## src/rtl/tfse_pkg.sv

```systemverilog
// package for the trainer frame stuffing encoder
// holds frame constants, microcode word layout and the control program
// no dependencies
package tfse_pkg;

    localparam int CHANNEL_COUNT = 8;
    localparam int CHAN_W        = 12;
    localparam int PAIR_COUNT    = (CHANNEL_COUNT + 1) / 2;
    localparam int PAIR_W        = (PAIR_COUNT > 1) ? $clog2(PAIR_COUNT) : 1;

    localparam logic [7:0] FLAG_BYTE = 8'h7E;
    localparam logic [7:0] ESC_BYTE  = 8'h7D;
    localparam logic [7:0] ESC_XOR   = 8'h20;
    localparam logic [7:0] TYPE_BYTE = 8'h80;

    typedef logic [CHAN_W-1:0] t_chan;
    typedef logic [2:0]        t_step;

    localparam t_step STEP_IDLE = 3'd0;
    localparam t_step STEP_FLAG = 3'd1;
    localparam t_step STEP_TYPE = 3'd2;
    localparam t_step STEP_DATA = 3'd3;
    localparam t_step STEP_CSUM = 3'd4;
    localparam t_step STEP_END  = 3'd5;

    typedef enum logic [1:0] {
        SRC_FLAG,
        SRC_TYPE,
        SRC_DATA,
        SRC_CSUM
    } t_src;

    typedef enum logic [1:0] {
        JMP_NEXT,
        JMP_WAIT_IN,
        JMP_DATA_MORE,
        JMP_ALWAYS
    } t_jmp;

    typedef struct packed {
        logic  emit;
        t_src  src;
        logic  stuff;
        logic  frame_end;
        t_jmp  jmp;
        t_step target;
    } t_ucode;

    typedef struct packed {
        t_ucode word;
        logic   load;
    } t_ctrl;

    typedef struct packed {
        logic adv;
        logic hold;
        logic data_last;
    } t_status;

    function automatic t_ucode ucode_rom(input t_step step);
        t_ucode w;
        begin
            unique case (step)
                STEP_IDLE: w = '{1'b0, SRC_FLAG, 1'b0, 1'b0, JMP_WAIT_IN,   STEP_FLAG};
                STEP_FLAG: w = '{1'b1, SRC_FLAG, 1'b0, 1'b0, JMP_NEXT,      STEP_IDLE};
                STEP_TYPE: w = '{1'b1, SRC_TYPE, 1'b1, 1'b0, JMP_NEXT,      STEP_IDLE};
                STEP_DATA: w = '{1'b1, SRC_DATA, 1'b1, 1'b0, JMP_DATA_MORE, STEP_DATA};
                STEP_CSUM: w = '{1'b1, SRC_CSUM, 1'b0, 1'b0, JMP_NEXT,      STEP_IDLE};
                STEP_END:  w = '{1'b1, SRC_FLAG, 1'b0, 1'b1, JMP_ALWAYS,    STEP_IDLE};
                default:   w = '{1'b0, SRC_FLAG, 1'b0, 1'b0, JMP_ALWAYS,    STEP_IDLE};
            endcase
            return w;
        end
    endfunction

endpackage

```

## src/rtl/tfse_sequencer.sv

```systemverilog
// microcode sequencer: step counter, control rom lookup and jump logic
// depends on tfse_pkg
module tfse_sequencer import tfse_pkg::*; (
    input  logic    i_clk,
    input  logic    i_rst_n,
    input  logic    i_in_valid,
    input  t_status i_status,
    output t_ctrl   o_ctrl,
    output logic    o_in_stall
);

    t_step  r_step;
    t_step  n_step;
    t_ucode w_word;

    always_comb begin
        w_word = ucode_rom(r_step);
        n_step = r_step;
        if (w_word.jmp == JMP_WAIT_IN) begin
            if (i_in_valid) begin
                n_step = w_word.target;
            end
        end else if (i_status.adv && !i_status.hold) begin
            if (w_word.jmp == JMP_ALWAYS) begin
                n_step = w_word.target;
            end else if (w_word.jmp == JMP_DATA_MORE && !i_status.data_last) begin
                n_step = w_word.target;
            end else begin
                n_step = r_step + 3'd1;
            end
        end
    end

    always_comb begin
        o_ctrl.word = w_word;
        o_ctrl.load = (w_word.jmp == JMP_WAIT_IN) && i_in_valid;
        o_in_stall  = (w_word.jmp != JMP_WAIT_IN);
    end

    always_ff @(posedge i_clk) begin
        if (!i_rst_n) begin
            r_step <= STEP_IDLE;
        end else begin
            r_step <= n_step;
        end
    end

endmodule

```

## src/rtl/tfse_datapath.sv

```systemverilog
// datapath: channel pair shift line, byte packing, escaping, checksum, output register
// depends on tfse_pkg
module tfse_datapath import tfse_pkg::*; (
    input  logic        i_clk,
    input  logic        i_rst_n,
    input  t_chan       i_chan [CHANNEL_COUNT],
    input  t_ctrl       i_ctrl,
    input  logic        i_out_stall,
    output t_status     o_status,
    output logic        o_out_valid,
    output logic [7:0]  o_frame_byte,
    output logic        o_frame_end
);

    t_chan             r_pa [PAIR_COUNT];
    t_chan             r_pb [PAIR_COUNT];
    logic [PAIR_W-1:0] r_pair;
    logic [1:0]        r_sub;
    logic              r_esc;
    logic [7:0]        r_csum;
    logic              r_out_valid;
    logic [7:0]        r_out_byte;
    logic              r_out_end;

    logic              w_adv;
    logic [7:0]        w_data;
    logic [7:0]        w_raw;
    logic              w_need_esc;
    logic [7:0]        w_byte;
    logic              w_fire;
    logic              w_data_last;

    always_comb begin
        case (r_sub)
            2'd0:    w_data = r_pa[0][7:0];
            2'd1:    w_data = {r_pa[0][11:8], r_pb[0][7:4]};
            default: w_data = {r_pb[0][3:0], r_pb[0][11:8]};
        endcase
        case (i_ctrl.word.src)
            SRC_FLAG: w_raw = FLAG_BYTE;
            SRC_TYPE: w_raw = TYPE_BYTE;
            SRC_DATA: w_raw = w_data;
            default:  w_raw = r_csum;
        endcase
        w_adv       = !r_out_valid || !i_out_stall;
        w_fire      = w_adv && i_ctrl.word.emit;
        w_need_esc  = i_ctrl.word.stuff && !r_esc
                      && (w_raw == FLAG_BYTE || w_raw == ESC_BYTE);
        w_byte      = w_need_esc ? ESC_BYTE : (r_esc ? (w_raw ^ ESC_XOR) : w_raw);
        w_data_last = (r_pair == PAIR_W'(PAIR_COUNT - 1)) && (r_sub == 2'd2);
        o_status.adv       = w_adv;
        o_status.hold      = w_need_esc;
        o_status.data_last = w_data_last;
    end

    always_ff @(posedge i_clk) begin
        if (i_ctrl.load) begin
            for (int p = 0; p < PAIR_COUNT; p++) begin
                r_pa[p] <= i_chan[2*p];
                if (2*p + 1 < CHANNEL_COUNT) begin
                    r_pb[p] <= i_chan[(2*p + 1) % CHANNEL_COUNT];
                end else begin
                    r_pb[p] <= '0;
                end
            end
        end else if (w_fire && i_ctrl.word.src == SRC_DATA && !w_need_esc
                     && r_sub == 2'd2) begin
            for (int p = 0; p < PAIR_COUNT - 1; p++) begin
                r_pa[p] <= r_pa[p + 1];
                r_pb[p] <= r_pb[p + 1];
            end
        end
        if (w_adv) begin
            r_out_byte <= w_byte;
            r_out_end  <= i_ctrl.word.frame_end;
        end
    end

    always_ff @(posedge i_clk) begin
        if (!i_rst_n) begin
            r_pair      <= '0;
            r_sub       <= '0;
            r_esc       <= 1'b0;
            r_csum      <= '0;
            r_out_valid <= 1'b0;
        end else begin
            if (w_adv) begin
                r_out_valid <= i_ctrl.word.emit;
            end
            if (i_ctrl.load) begin
                r_pair <= '0;
                r_sub  <= '0;
                r_esc  <= 1'b0;
            end else if (w_fire) begin
                r_esc <= w_need_esc;
                if (i_ctrl.word.src == SRC_FLAG && !i_ctrl.word.frame_end) begin
                    r_csum <= '0;
                end else if (i_ctrl.word.stuff && !r_esc) begin
                    r_csum <= r_csum ^ w_raw;
                end
                if (i_ctrl.word.src == SRC_DATA && !w_need_esc) begin
                    if (r_sub == 2'd2) begin
                        r_sub  <= '0;
                        r_pair <= r_pair + PAIR_W'(1);
                    end else begin
                        r_sub <= r_sub + 2'd1;
                    end
                end
            end
        end
    end

    assign o_out_valid  = r_out_valid;
    assign o_frame_byte = r_out_byte;
    assign o_frame_end  = r_out_end;

endmodule

```

## src/rtl/trainer_frame_stuffing_encoder.sv

```systemverilog
// top level of the trainer frame stuffing encoder
// depends on tfse_pkg, tfse_sequencer and tfse_datapath
//
// Takes eight 12-bit channels per request and sends one frame per request
// on the output: 0x7E, type 0x80, three packed bytes per channel pair,
// XOR checksum (sent raw) and a closing 0x7E flagged by o_frame_end. Type and
// data bytes equal to 0x7E or 0x7D go out as 0x7D then the byte XOR 0x20.
// A frame is 16 to 28 bytes; a microcoded step counter emits one byte per cycle
// when the output is not stalled, and a new request is taken in the idle step
// after the last byte is loaded into the output register.
module trainer_frame_stuffing_encoder import tfse_pkg::*; (
    input  logic        i_clk,
    input  logic        i_rst_n,
    input  logic        i_in_valid,
    output logic        o_in_stall,
    input  logic [11:0] i_channel_0,
    input  logic [11:0] i_channel_1,
    input  logic [11:0] i_channel_2,
    input  logic [11:0] i_channel_3,
    input  logic [11:0] i_channel_4,
    input  logic [11:0] i_channel_5,
    input  logic [11:0] i_channel_6,
    input  logic [11:0] i_channel_7,
    output logic        o_out_valid,
    input  logic        i_out_stall,
    output logic [7:0]  o_frame_byte,
    output logic        o_frame_end
);

    t_chan   w_chan [CHANNEL_COUNT];
    t_ctrl   w_ctrl;
    t_status w_status;

    always_comb begin
        w_chan[0] = i_channel_0;
        w_chan[1] = i_channel_1;
        w_chan[2] = i_channel_2;
        w_chan[3] = i_channel_3;
        w_chan[4] = i_channel_4;
        w_chan[5] = i_channel_5;
        w_chan[6] = i_channel_6;
        w_chan[7] = i_channel_7;
    end

    tfse_sequencer u_seq (
        .i_clk      (i_clk),
        .i_rst_n    (i_rst_n),
        .i_in_valid (i_in_valid),
        .i_status   (w_status),
        .o_ctrl     (w_ctrl),
        .o_in_stall (o_in_stall)
    );

    tfse_datapath u_dp (
        .i_clk        (i_clk),
        .i_rst_n      (i_rst_n),
        .i_chan       (w_chan),
        .i_ctrl       (w_ctrl),
        .i_out_stall  (i_out_stall),
        .o_status     (w_status),
        .o_out_valid  (o_out_valid),
        .o_frame_byte (o_frame_byte),
        .o_frame_end  (o_frame_end)
    );

endmodule

```

## config.mk

```make
export PLATFORM = sky130hd
export DESIGN_NAME = trainer_frame_stuffing_encoder
export DESIGN_NICKNAME = d
export VERILOG_FILES = /design/src/rtl/tfse_pkg.sv /design/src/rtl/tfse_sequencer.sv /design/src/rtl/tfse_datapath.sv /design/src/rtl/trainer_frame_stuffing_encoder.sv
export SDC_FILE = /design/constraint.sdc
export NUM_CORES = 1
export LEC_CHECK = 0
export BUFFER_PORTS_ARGS = -buffer_cell sky130_fd_sc_hd__clkbuf_2
export CORE_MARGIN = 4
export CORE_UTILIZATION = 45
export DETAILED_ROUTE_END_ITERATION = 16
export HOLD_SLACK_MARGIN = 0.05
export PLACE_DENSITY_LB_ADDON = 0.05
export SYNTH_ARGS = -nofsm -noshare
export SYNTH_HDL_FRONTEND = slang
export SYNTH_SLANG_ARGS = --single-unit
export TNS_END_PERCENT = 100
```

## constraint.sdc

```tcl
create_clock -name i_clk -period 4.6 [get_ports i_clk]
set_clock_uncertainty 0.05 [all_clocks]
set_input_delay 0.46 -clock i_clk [delete_from_list [all_inputs] [get_ports i_clk]]
set_output_delay 0.46 -clock i_clk [all_outputs]
set_load 0.01 [all_outputs]
```

==> impl_metrics.ini, run 1 <==
[yosys]
syn_area_per_cell_um2 = 15.76
synth_area_leader_cell = edfxtp_1
synthArstFlopShare = 0
ys.flop_type = edfxtp_1
syn_nets = 479
synth_seq_cells = 122
synth_edf_count = 105
synthesis.area_um2 = 5877
yosys_warnings = 0
synth.distinct_cells = 53
synthTopCellsByCount = 105 x edfxtp_1, 70 x mux2_4, 23 x nand2_1, 23 x nor2_1, 17 x dfxtp_1
synth.area.top_cells = edfxtp_1 54%, mux2_4 18%, dfxtp_1 5.8%
netlist.area_leader.share = 0.5365
seq_area_frac_synth = 0.5944
yosysMostFrequentCell = edfxtp_1
synthCells = 373

[critical_path]
path_common_cell = ha_1
crit_type = reg -> reg
crit_path_end_kind = flip-flop
path_cells = ha_1 -> ha_1 -> nor4_4 -> a211oi_4 -> o221ai_1 -> o2111a_1 -> a21oi_2 -> and2_4 -> buf_12 -> mux2_4
critical-path-max-stage-delay_ns = 0.57
arrival_ns = 4.02
worstSetupStartpointType = flip-flop
path_buf_inv = 1
cp_max_fo = 30
slowest_stage = and2_4
crit_family = compound AO/OA/AOI/OAI gates
required_ns = 4.70

[job]
maxCapViolCount = 0

[finish]
multiInputGateArea_um2 = 2158
insertedDiodeCount = 0
regArea_um2 = 3493
stdcell_area_um2 = 7109
instances_no_fill = 678
layout-drive-gt1-share = 0.4526
syn2layout_area_growth_pct = 20.97
final_nets = 599
fillers = 1094

[place]
dpl-instance-area_um2 = 6518
hpwl_um = 7762
io_buffers = 110
gp_congestion = 0.8338
dp_cells = 646

[global_route]
grt_pass1_vias = 3426
grt_max_degree = 41
grtUsageTotal = 0.1527
gr-total-overflow = 0
grt_pass1_wl_um = 17050
antenna_found_initial = 0

[sta]
fmax_ghz = 0.2554
setup_viol_count_final = 0
min_period_ns = 3.915
hold_viol_final = 0
worst_slew_pin_slew_ns = 1.137
setup_tns_ns = 0
slew_headroom = 0.2356
hold_ws_ns = 0.1747
fin_crit_sh = 0.8511
final_max_slew_viol_count = 0
rsz0062_at_grt = false

[die]
initial_core_util = 0.4619
core-area_um2 = 12720
floorplan.rows = 41
die_height_um = 122.3
die_w_um = 122.3
pin_count = 111
die_area_um2 = 14950

[detailed_routing]
vias = 3286
drtAntennaViolNets = 0
drcViolationCount = 0
wl_per_cell_um = 15.58
first_pass_iters = 4
wirelength_um = 10560
via_per_inst = 4.847
first_iter_violations = 161

[cts]
path_clk_slew_ns = 0.05
cts.path.max_buffers = 2
cts_tree = yes
cts_setup_buffers = 0
cts.htree.levels = 4
insertion_delay_ns = 0.41
root_buffer = clkbuf_16
post_cts_hold_buffer_count = 0
tritoncts.num_buffers = 17
clock_sinks = 122
cts_resized = 0

[min_path]
hold_path.class = in -> reg

[status]
status = finished, final reports clean

[power_and_ir_drop]
power_mw = 3.609
p_leak_nw = 2.806
vdd_ir_drop_max_uv = 262.0
p_per_area_nw_per_um2 = 507.7
metal layers:
layer  vias to the layer above  part of all wire  GRT usage
li1                       1648                 -          -
met1                      1521              0.41     0.1772
met2                        99              0.49     0.2436
met3                        18             0.083    0.06820
met4                         0             0.018    0.06998
met5                         -                 0          0
through the flow:
stage	utilization	setup slack (ns)
3_3_place_gp	0.5123	0.7432
6_report	0.5588	0.6848
4_1_cts	0.5588	0.6377
3_5_place_dp	0.5123	0.6454
2_1_floorplan	-	1.244
5_1_grt	0.5588	0.4375
report_power, final:
part | switching, mW | leakage (nW) | internal (mW)
clock network | 0.441 | 0.291 | 0.895
registers | 0.0897 | 1.14 | 1.51
logic | 0.409 | 1.38 | 0.263
sequential cells by signal, indices dropped and copies added, names as in the netlist:
| name | cells |
|---|---|
| u_dp.r_pa | 48 |
| u_dp.r_pb | 48 |
| u_dp.o_frame_byte | 8 |
| u_dp.r_csum | 8 |
| u_seq.r_step | 3 |
| u_dp.r_pair | 2 |
| u_dp.r_sub | 2 |
| u_dp.o_frame_end | 1 |
| u_dp.o_out_valid | 1 |
| u_dp.r_esc | 1 |
area by class of cell:
type	count	share of cell area
Clock buffer	21	0.06195
Clock inverter	11	0.02130
Sequential cell	122	0.4914
Timing Repair Buffer	116	0.08729
Tap cell	172	0.03027
Inverter	8	0.004224
Multi-Input combinational cell	228	0.3036
cell usage in the layout (no fill, tap or decap), types with 4 or more instances in the layout:
master	count
dfxtp_1	17
bufinv_16	4
nand2_1	23
ha_1	6
edfxtp_1	105
nand3_1	6
a21oi_1	14
xor2_1	7
clkbuf_1	4
mux2_4	70
nor2b_1	4
inv_1	8
mux2_2	6
mux2i_1	13
clkinv_2	4
clkbuf_16	17
nor2_1	23
o21ai_0	12
buf_4	4
clkbuf_2	110
logic make-up after synthesis:
group / synth area share
buffers and inverters: 0.03875
multiplexers: 0.2186
AO/OA/AOI/OAI: 0.05663
flip-flops: 0.5944
AND/OR/NAND/NOR: 0.06536
adder cells (fa/ha/maj): 0.01277
XOR/XNOR: 0.01341
worst paths after layout:
kind / start / endpoint / slack, ns / cells after the start
max: u_seq.r_step[0]$_SDFFE_PN0P_ / u_dp.r_pb[0][4]$_DFFE_PP_ / 0.68 / 10
min: i_channel_7[10] / u_dp.r_pb[3][10]$_DFFE_PP_ / 0.17 / 1
max reg2reg: u_seq.r_step[0]$_SDFFE_PN0P_ / u_dp.r_pb[0][4]$_DFFE_PP_ / 0.68 / 10
min reg2reg: u_dp.r_pair[1]$_SDFFE_PP0P_ / u_dp.r_pair[1]$_SDFFE_PP0P_ / 0.45 / 2
No activity file was read; power rests on OpenSTA's default activity.
==> run 2, diff against run 1 <==
CORE_UTILIZATION = 41   (was 45)
PLACE_DENSITY_LB_ADDON = default   (was 0.05)
==> run 2 against run 1 <==
  * Worst hold slack worse by 0.0044 ns
  * Via count up 1.6%
  * Worst setup slack worse by 0.0041 ns
  * Total power down 2.7%
  * Utilization down 5.1 points
  * Register-to-register slack about the same
  * Critical path type unchanged
  * Critical endpoint is now u_dp.r_pa[0][22]$_DFFE_PP_
  * Largest power group unchanged
==> impl_metrics.ini, run 2 (synthesis gave the netlist of run 1 again) <==
[place]
post-place-ws_ns = 0.7445
gp_congestion = 0.8750
io_buffers = 110
dpl-instance-area_um2 = 6523
hpwl_um = 8080

[finish]
final_nets = 601
layout-drive-gt1-share = 0.4646
insertedDiodeCount = 0
mostFrequentLayoutCells = 111 x clkbuf_2, 105 x edfxtp_1, 70 x mux2_4
stdcell_area_um2 = 7081
fillers = 1174
top_regs = u_dp.r_pa x48, u_dp.r_pb x48
syn2layout_area_growth_pct = 20.48
final_common_cell = clkbuf_2

[power_and_ir_drop]
p_leak_nw = 2.784
power_mw = 3.511
vdd_ir_drop_max_uv = 269.8
p_per_area_nw_per_um2 = 495.8

[global_route]
antenna_found_initial = 0
gr-total-overflow = 0
grt_pass1_vias = 3573
grtUsageTotal = 0.1427
grt_max_degree = 41
grt_pass1_wl_um = 17700

[sta]
worst_slack_ns = 0.6807
final_max_slew_viol_count = 0
hold_ws_ns = 0.1703
setup_tns_ns = 0
slew_headroom = 0.4632
worst_slew_pin_slew_ns = 0.7984
fin_crit_sh = 0.8520
hold_viol_final = 0
setup_viol_count_final = 0
min_period_ns = 3.919
rsz0062_at_grt = false
fmax_ghz = 0.2552

[detailed_routing]
via_per_inst = 4.853
wirelength_um = 10980
drcViolationCount = 0
drtAntennaViolNets = 0
wl_per_cell_um = 15.96
first_pass_iters = 4
vias = 3339
first_iter_violations = 159

[die]
die_height_um = 127.7
die_w_um = 127.7
pin_count = 111
floorplan.rows = 43
die_area_um2 = 16310
initial_core_util = 0.4217
core-area_um2 = 13930

[cts]
path_clk_slew_ns = 0.06
cts_tree = yes
post_cts_hold_buffer_count = 0
tritoncts.num_buffers = 17
cts_setup_buffers = 0
clock_sinks = 122
root_buffer = clkbuf_16
insertion_delay_ns = 0.41
cts_resized = 0
cts.htree.levels = 4
cts.path.max_buffers = 2

[critical_path]
crit_type = reg -> reg
timing.rr.start = u_seq.r_step[0]$_SDFFE_PN0P_
cp_max_fo = 26
r2r-end = u_dp.r_pa[0][22]$_DFFE_PP_
r2r_setup_slack_ns = 0.68
required_ns = 4.71
arrival_ns = 4.03
crit_path_end_kind = flip-flop
r2r_cells = 10
worstSetupStartpointType = flip-flop

[status]
status = finished, final reports clean

[min_path]
min_to = u_dp.r_pb[3][7]$_DFFE_PP_
hold_path.class = in -> reg
hold_start = i_channel_7[7]
hold_depth = 1

[job]
maxCapViolCount = 0
==> run 2: changes by cell type in the layout (fill, tap and decap cells not counted), sizes merged <==
cell,previous run,this run
bufinv,4,1
clkinvlp,0,3
clkinv,7,8
buf,6,7
inv,8,10
clkbuf,131,129
==> run 2: worst max-delay path by stage <==
stage / depth (start not counted) / start / to
5_1_grt: 10 / u_seq.r_step[0]$_SDFFE_PN0P_ / u_dp.r_pa[0][8]$_DFFE_PP_
6_report: 10 / u_seq.r_step[0]$_SDFFE_PN0P_ / u_dp.r_pa[0][22]$_DFFE_PP_
2_1_floorplan: 10 / u_seq.r_step[2]$_SDFFE_PN0P_ / u_dp.r_pa[0][0]$_DFFE_PP_
3_3_place_gp: 10 / u_seq.r_step[0]$_SDFFE_PN0P_ / u_dp.r_pa[0][9]$_DFFE_PP_
3_5_place_dp: 10 / u_seq.r_step[0]$_SDFFE_PN0P_ / u_dp.r_pa[0][16]$_DFFE_PP_
4_1_cts: 10 / u_seq.r_step[0]$_SDFFE_PN0P_ / u_dp.r_pa[0][22]$_DFFE_PP_
==> run 2: final cells by class <==
cell class	instances	area, µm²	area share
Multi-Input combinational cell	228	2158	0.3048
Clock inverter	14	123.9	0.01749
Inverter	8	30.03	0.004241
Sequential cell	122	3493	0.4934
Clock buffer	18	429.2	0.06061
Timing Repair Buffer	118	620.6	0.08765
Tap cell	180	225.2	0.03181
==> run 2: routing by layer <==
layer,vias up,part of all wire,track usage
met4,0,0.013,0.05243
met1,1570,0.41,0.1670
met5,-,0,0
li1,1645,-,-
met2,113,0.49,0.2289
met3,11,0.082,0.06792
==> run 2: metrics by stage <==
step / utilization / std cells
2_1_floorplan: - / 373
3_3_place_gp: 0.4681 / 655
3_5_place_dp: 0.4681 / 655
4_1_cts: 0.5078 / 687
5_1_grt: 0.5081 / 688
6_report: 0.5081 / 688
==> run 2: critical path, cell delays in order (launching register included) <==
cell and delay [ns]:
dfxtp_1 0.40, ha_1 0.28, ha_1 0.43, nor4_4 0.12, a211oi_4 0.45, o221ai_1 0.23
o2111a_1 0.25, a21oi_2 0.27, and2_4 0.51, buf_4 0.35, mux2_4 0.32
==> run 2: power breakdown <==
part           leakage, nW  switching (mW)  total (mW)  internal [mW]
sequential            1.14          0.0916        1.60           1.51
clock                0.264           0.486        1.23          0.742
combinational         1.38           0.420       0.680          0.260
total                 2.78           0.997        3.51           2.51
==> run 3, diff against run 2 <==
CTS_CLUSTER_SIZE = 25   (was default)
GPL_TIMING_DRIVEN = 0   (was default)
==> run 3 against run 2 <==
  * Register-to-register slack better by 0.20 ns
  * Non-clock buffer count is 6 higher
  * Utilization grew 1.0 points
  * Wire length shrank 1.9%
  * Clock-buffer cell count down 1
  * Global-route usage shrank 0.39 points
==> impl_metrics.ini, run 3 (synthesis gave the netlist of run 1 again) <==
[detailed_routing]
wirelength_um = 10770
first_pass_iters = 6
wl_per_cell_um = 15.52
vias = 3363
via_per_inst = 4.846
first_iter_violations = 201
drtAntennaViolNets = 0
drcViolationCount = 0

[sta]
min_period_ns = 3.717
hold_viol_final = 0
fin_crit_sh = 0.8081
hold_ws_ns = 0.1775
final_max_slew_viol_count = 0
slew_headroom = 0.2239
setup_tns_ns = 0
setup_viol_count_final = 0
rsz0062_at_grt = false
worst_slew_pin_slew_ns = 1.163
fmax_ghz = 0.2690

[job]
maxCapViolCount = 0

[critical_path]
arrival_ns = 3.69
cp_max_fo = 72
path_common_cell = inv_1
crit_path_end_kind = flip-flop
r2r_cells = 8
critical-path-max-stage-delay_ns = 0.89
path_cells = buf_4 -> inv_1 -> ha_1 -> buf_2 -> nor2_1 -> nand2_1 -> inv_1 -> or2_4
slowest_stage = or2_4
crit_type = reg -> reg
required_ns = 4.57
timing.rr.start = u_seq.r_step[2]$_SDFFE_PN0P_
r2r-end = u_dp.r_pb[0][9]$_DFFE_PP_
worstSetupStartpointType = flip-flop
r2r_setup_slack_ns = 0.88

[place]
gp_congestion = 0.8356
hpwl_um = 7952
io_buffers = 109

[cts]
cts.path.max_buffers = 2
tritoncts.num_buffers = 17
root_buffer = clkbuf_16
cts_resized = 0
insertion_delay_ns = 0.41
clock_sinks = 122
cts_setup_buffers = 0
path_clk_slew_ns = 0.05
cts.htree.levels = 4
cts_tree = yes
post_cts_hold_buffer_count = 0

[power_and_ir_drop]
p_comb_frac = 0.188
p_int_mw = 2.557
p_leak_nw = 2.849
swShare = 0.2796
power.share.clock = 0.360
vdd_ir_drop_max_uv = 310.1
p_switching_uw = 992.3
power_frac_seq = 0.452
p_per_area_nw_per_um2 = 491.2

[finish]
final_common_cell = clkbuf_2
insertedDiodeCount = 0
mostFrequentLayoutCells = 109 x clkbuf_2, 105 x edfxtp_1, 70 x mux2_4
final_nets = 607
top_regs = u_dp.r_pa x48, u_dp.r_pb x48
multiInputGateArea_um2 = 2158
regArea_um2 = 3493
syn2layout_area_growth_pct = 22.95
layout-drive-gt1-share = 0.4689
fillers = 1178

[global_route]
grtUsageTotal = 0.1388
antenna_found_initial = 0
grt_pass1_vias = 3562
grt_max_degree = 73
gr-total-overflow = 0
grt_pass1_wl_um = 17330

[die]
core-area_um2 = 13930
die_height_um = 127.7
floorplan.rows = 43
die_area_um2 = 16310
die_w_um = 127.7
pin_count = 111
initial_core_util = 0.4217

[min_path]
hold_path.class = in -> reg
hold_depth = 1
min_to = u_dp.r_pb[3][0]$_DFFE_PP_
hold_start = i_channel_7[0]

[status]
status = finished, final reports clean
-- run 3: cell types whose count changed in the layout (fill, tap and decap cells not counted), sizes merged --
cell,before,now
clkinvlp,3,2
bufinv,1,2
buf,7,15
clkinv,8,9
clkbuf,129,126
-- run 3: area by class of cell --
cell class / count / share of cell area
flip-flops and latches: 122 / 0.4835
inverters: 8 / 0.004156
multi-input cells: 228 / 0.2987
well taps: 180 / 0.03117
repair buffers: 109 / 0.07550
clock buffers: 17 / 0.05887
clock inverters: 15 / 0.02078
plain buffers: 15 / 0.02736
-- run 3: worst max-delay path by stage --
stage,from,cells after the start,end,slack [ns]
final,u_seq.r_step[2]$_SDFFE_PN0P_,8,u_dp.r_pb[0][9]$_DFFE_PP_,0.88
after global routing,u_seq.r_step[2]$_SDFFE_PN0P_,8,u_dp.r_pb[0][9]$_DFFE_PP_,0.59
after CTS,u_seq.r_step[2]$_SDFFE_PN0P_,8,u_dp.r_pb[0][4]$_DFFE_PP_,0.86
after global placement,u_seq.r_step[2]$_SDFFE_PN0P_,8,u_dp.r_pb[2][9]$_DFFE_PP_,0.48
after detailed placement,u_seq.r_step[2]$_SDFFE_PN0P_,8,u_dp.r_pb[2][5]$_DFFE_PP_,0.89
after floorplan,u_seq.r_step[2]$_SDFFE_PN0P_,10,u_dp.r_pa[0][0]$_DFFE_PP_,1.24
-- run 3: critical path: cells and delay by family, from the launching register on --
family,cells,cell delay (ns)
adders and majority gates,1,0.19
buffers and inverters,4,1.37
and+or+nand+nor,3,1.26
DFF,1,0.41
-- run 3: power groups by stage --
stage	Sequential (mW)	Clock, mW	Combinational [mW]
finish	1.60	1.28	0.668
global route	1.63	1.36	0.745
CTS	1.61	1.31	0.672
detailed placement	1.63	0	0.668
global placement	1.62	0	0.641
floorplan	1.62	0	0.450
-- run 3: layer usage --
layer / part of all wire / up-vias / wire [µm] / track usage
met1: 0.41 / 1580 / 4448 / 0.1631
met2: 0.49 / 103 / 5313 / 0.2249
li1: - / 1662 / - / -
met4: 0.018 / 0 / 199 / 0.05743
met3: 0.075 / 18 / 808 / 0.05792
met5: 0 / - / 0 / 0
-- run 3: per-stage QoR --
stage | total power, mW | std cells | cell area [µm²] | setup WS, ns | utilization
2_1_floorplan | 2.066 | 373 | 5877 | 1.244 | -
3_3_place_gp | 2.263 | 662 | 6648 | 0.4764 | 0.4771
3_5_place_dp | 2.297 | 662 | 6650 | 0.8894 | 0.4772
4_1_cts | 3.586 | 694 | 7226 | 0.8641 | 0.5185
5_1_grt | 3.731 | 694 | 7226 | 0.5931 | 0.5185
6_report | 3.549 | 694 | 7226 | 0.8829 | 0.5185
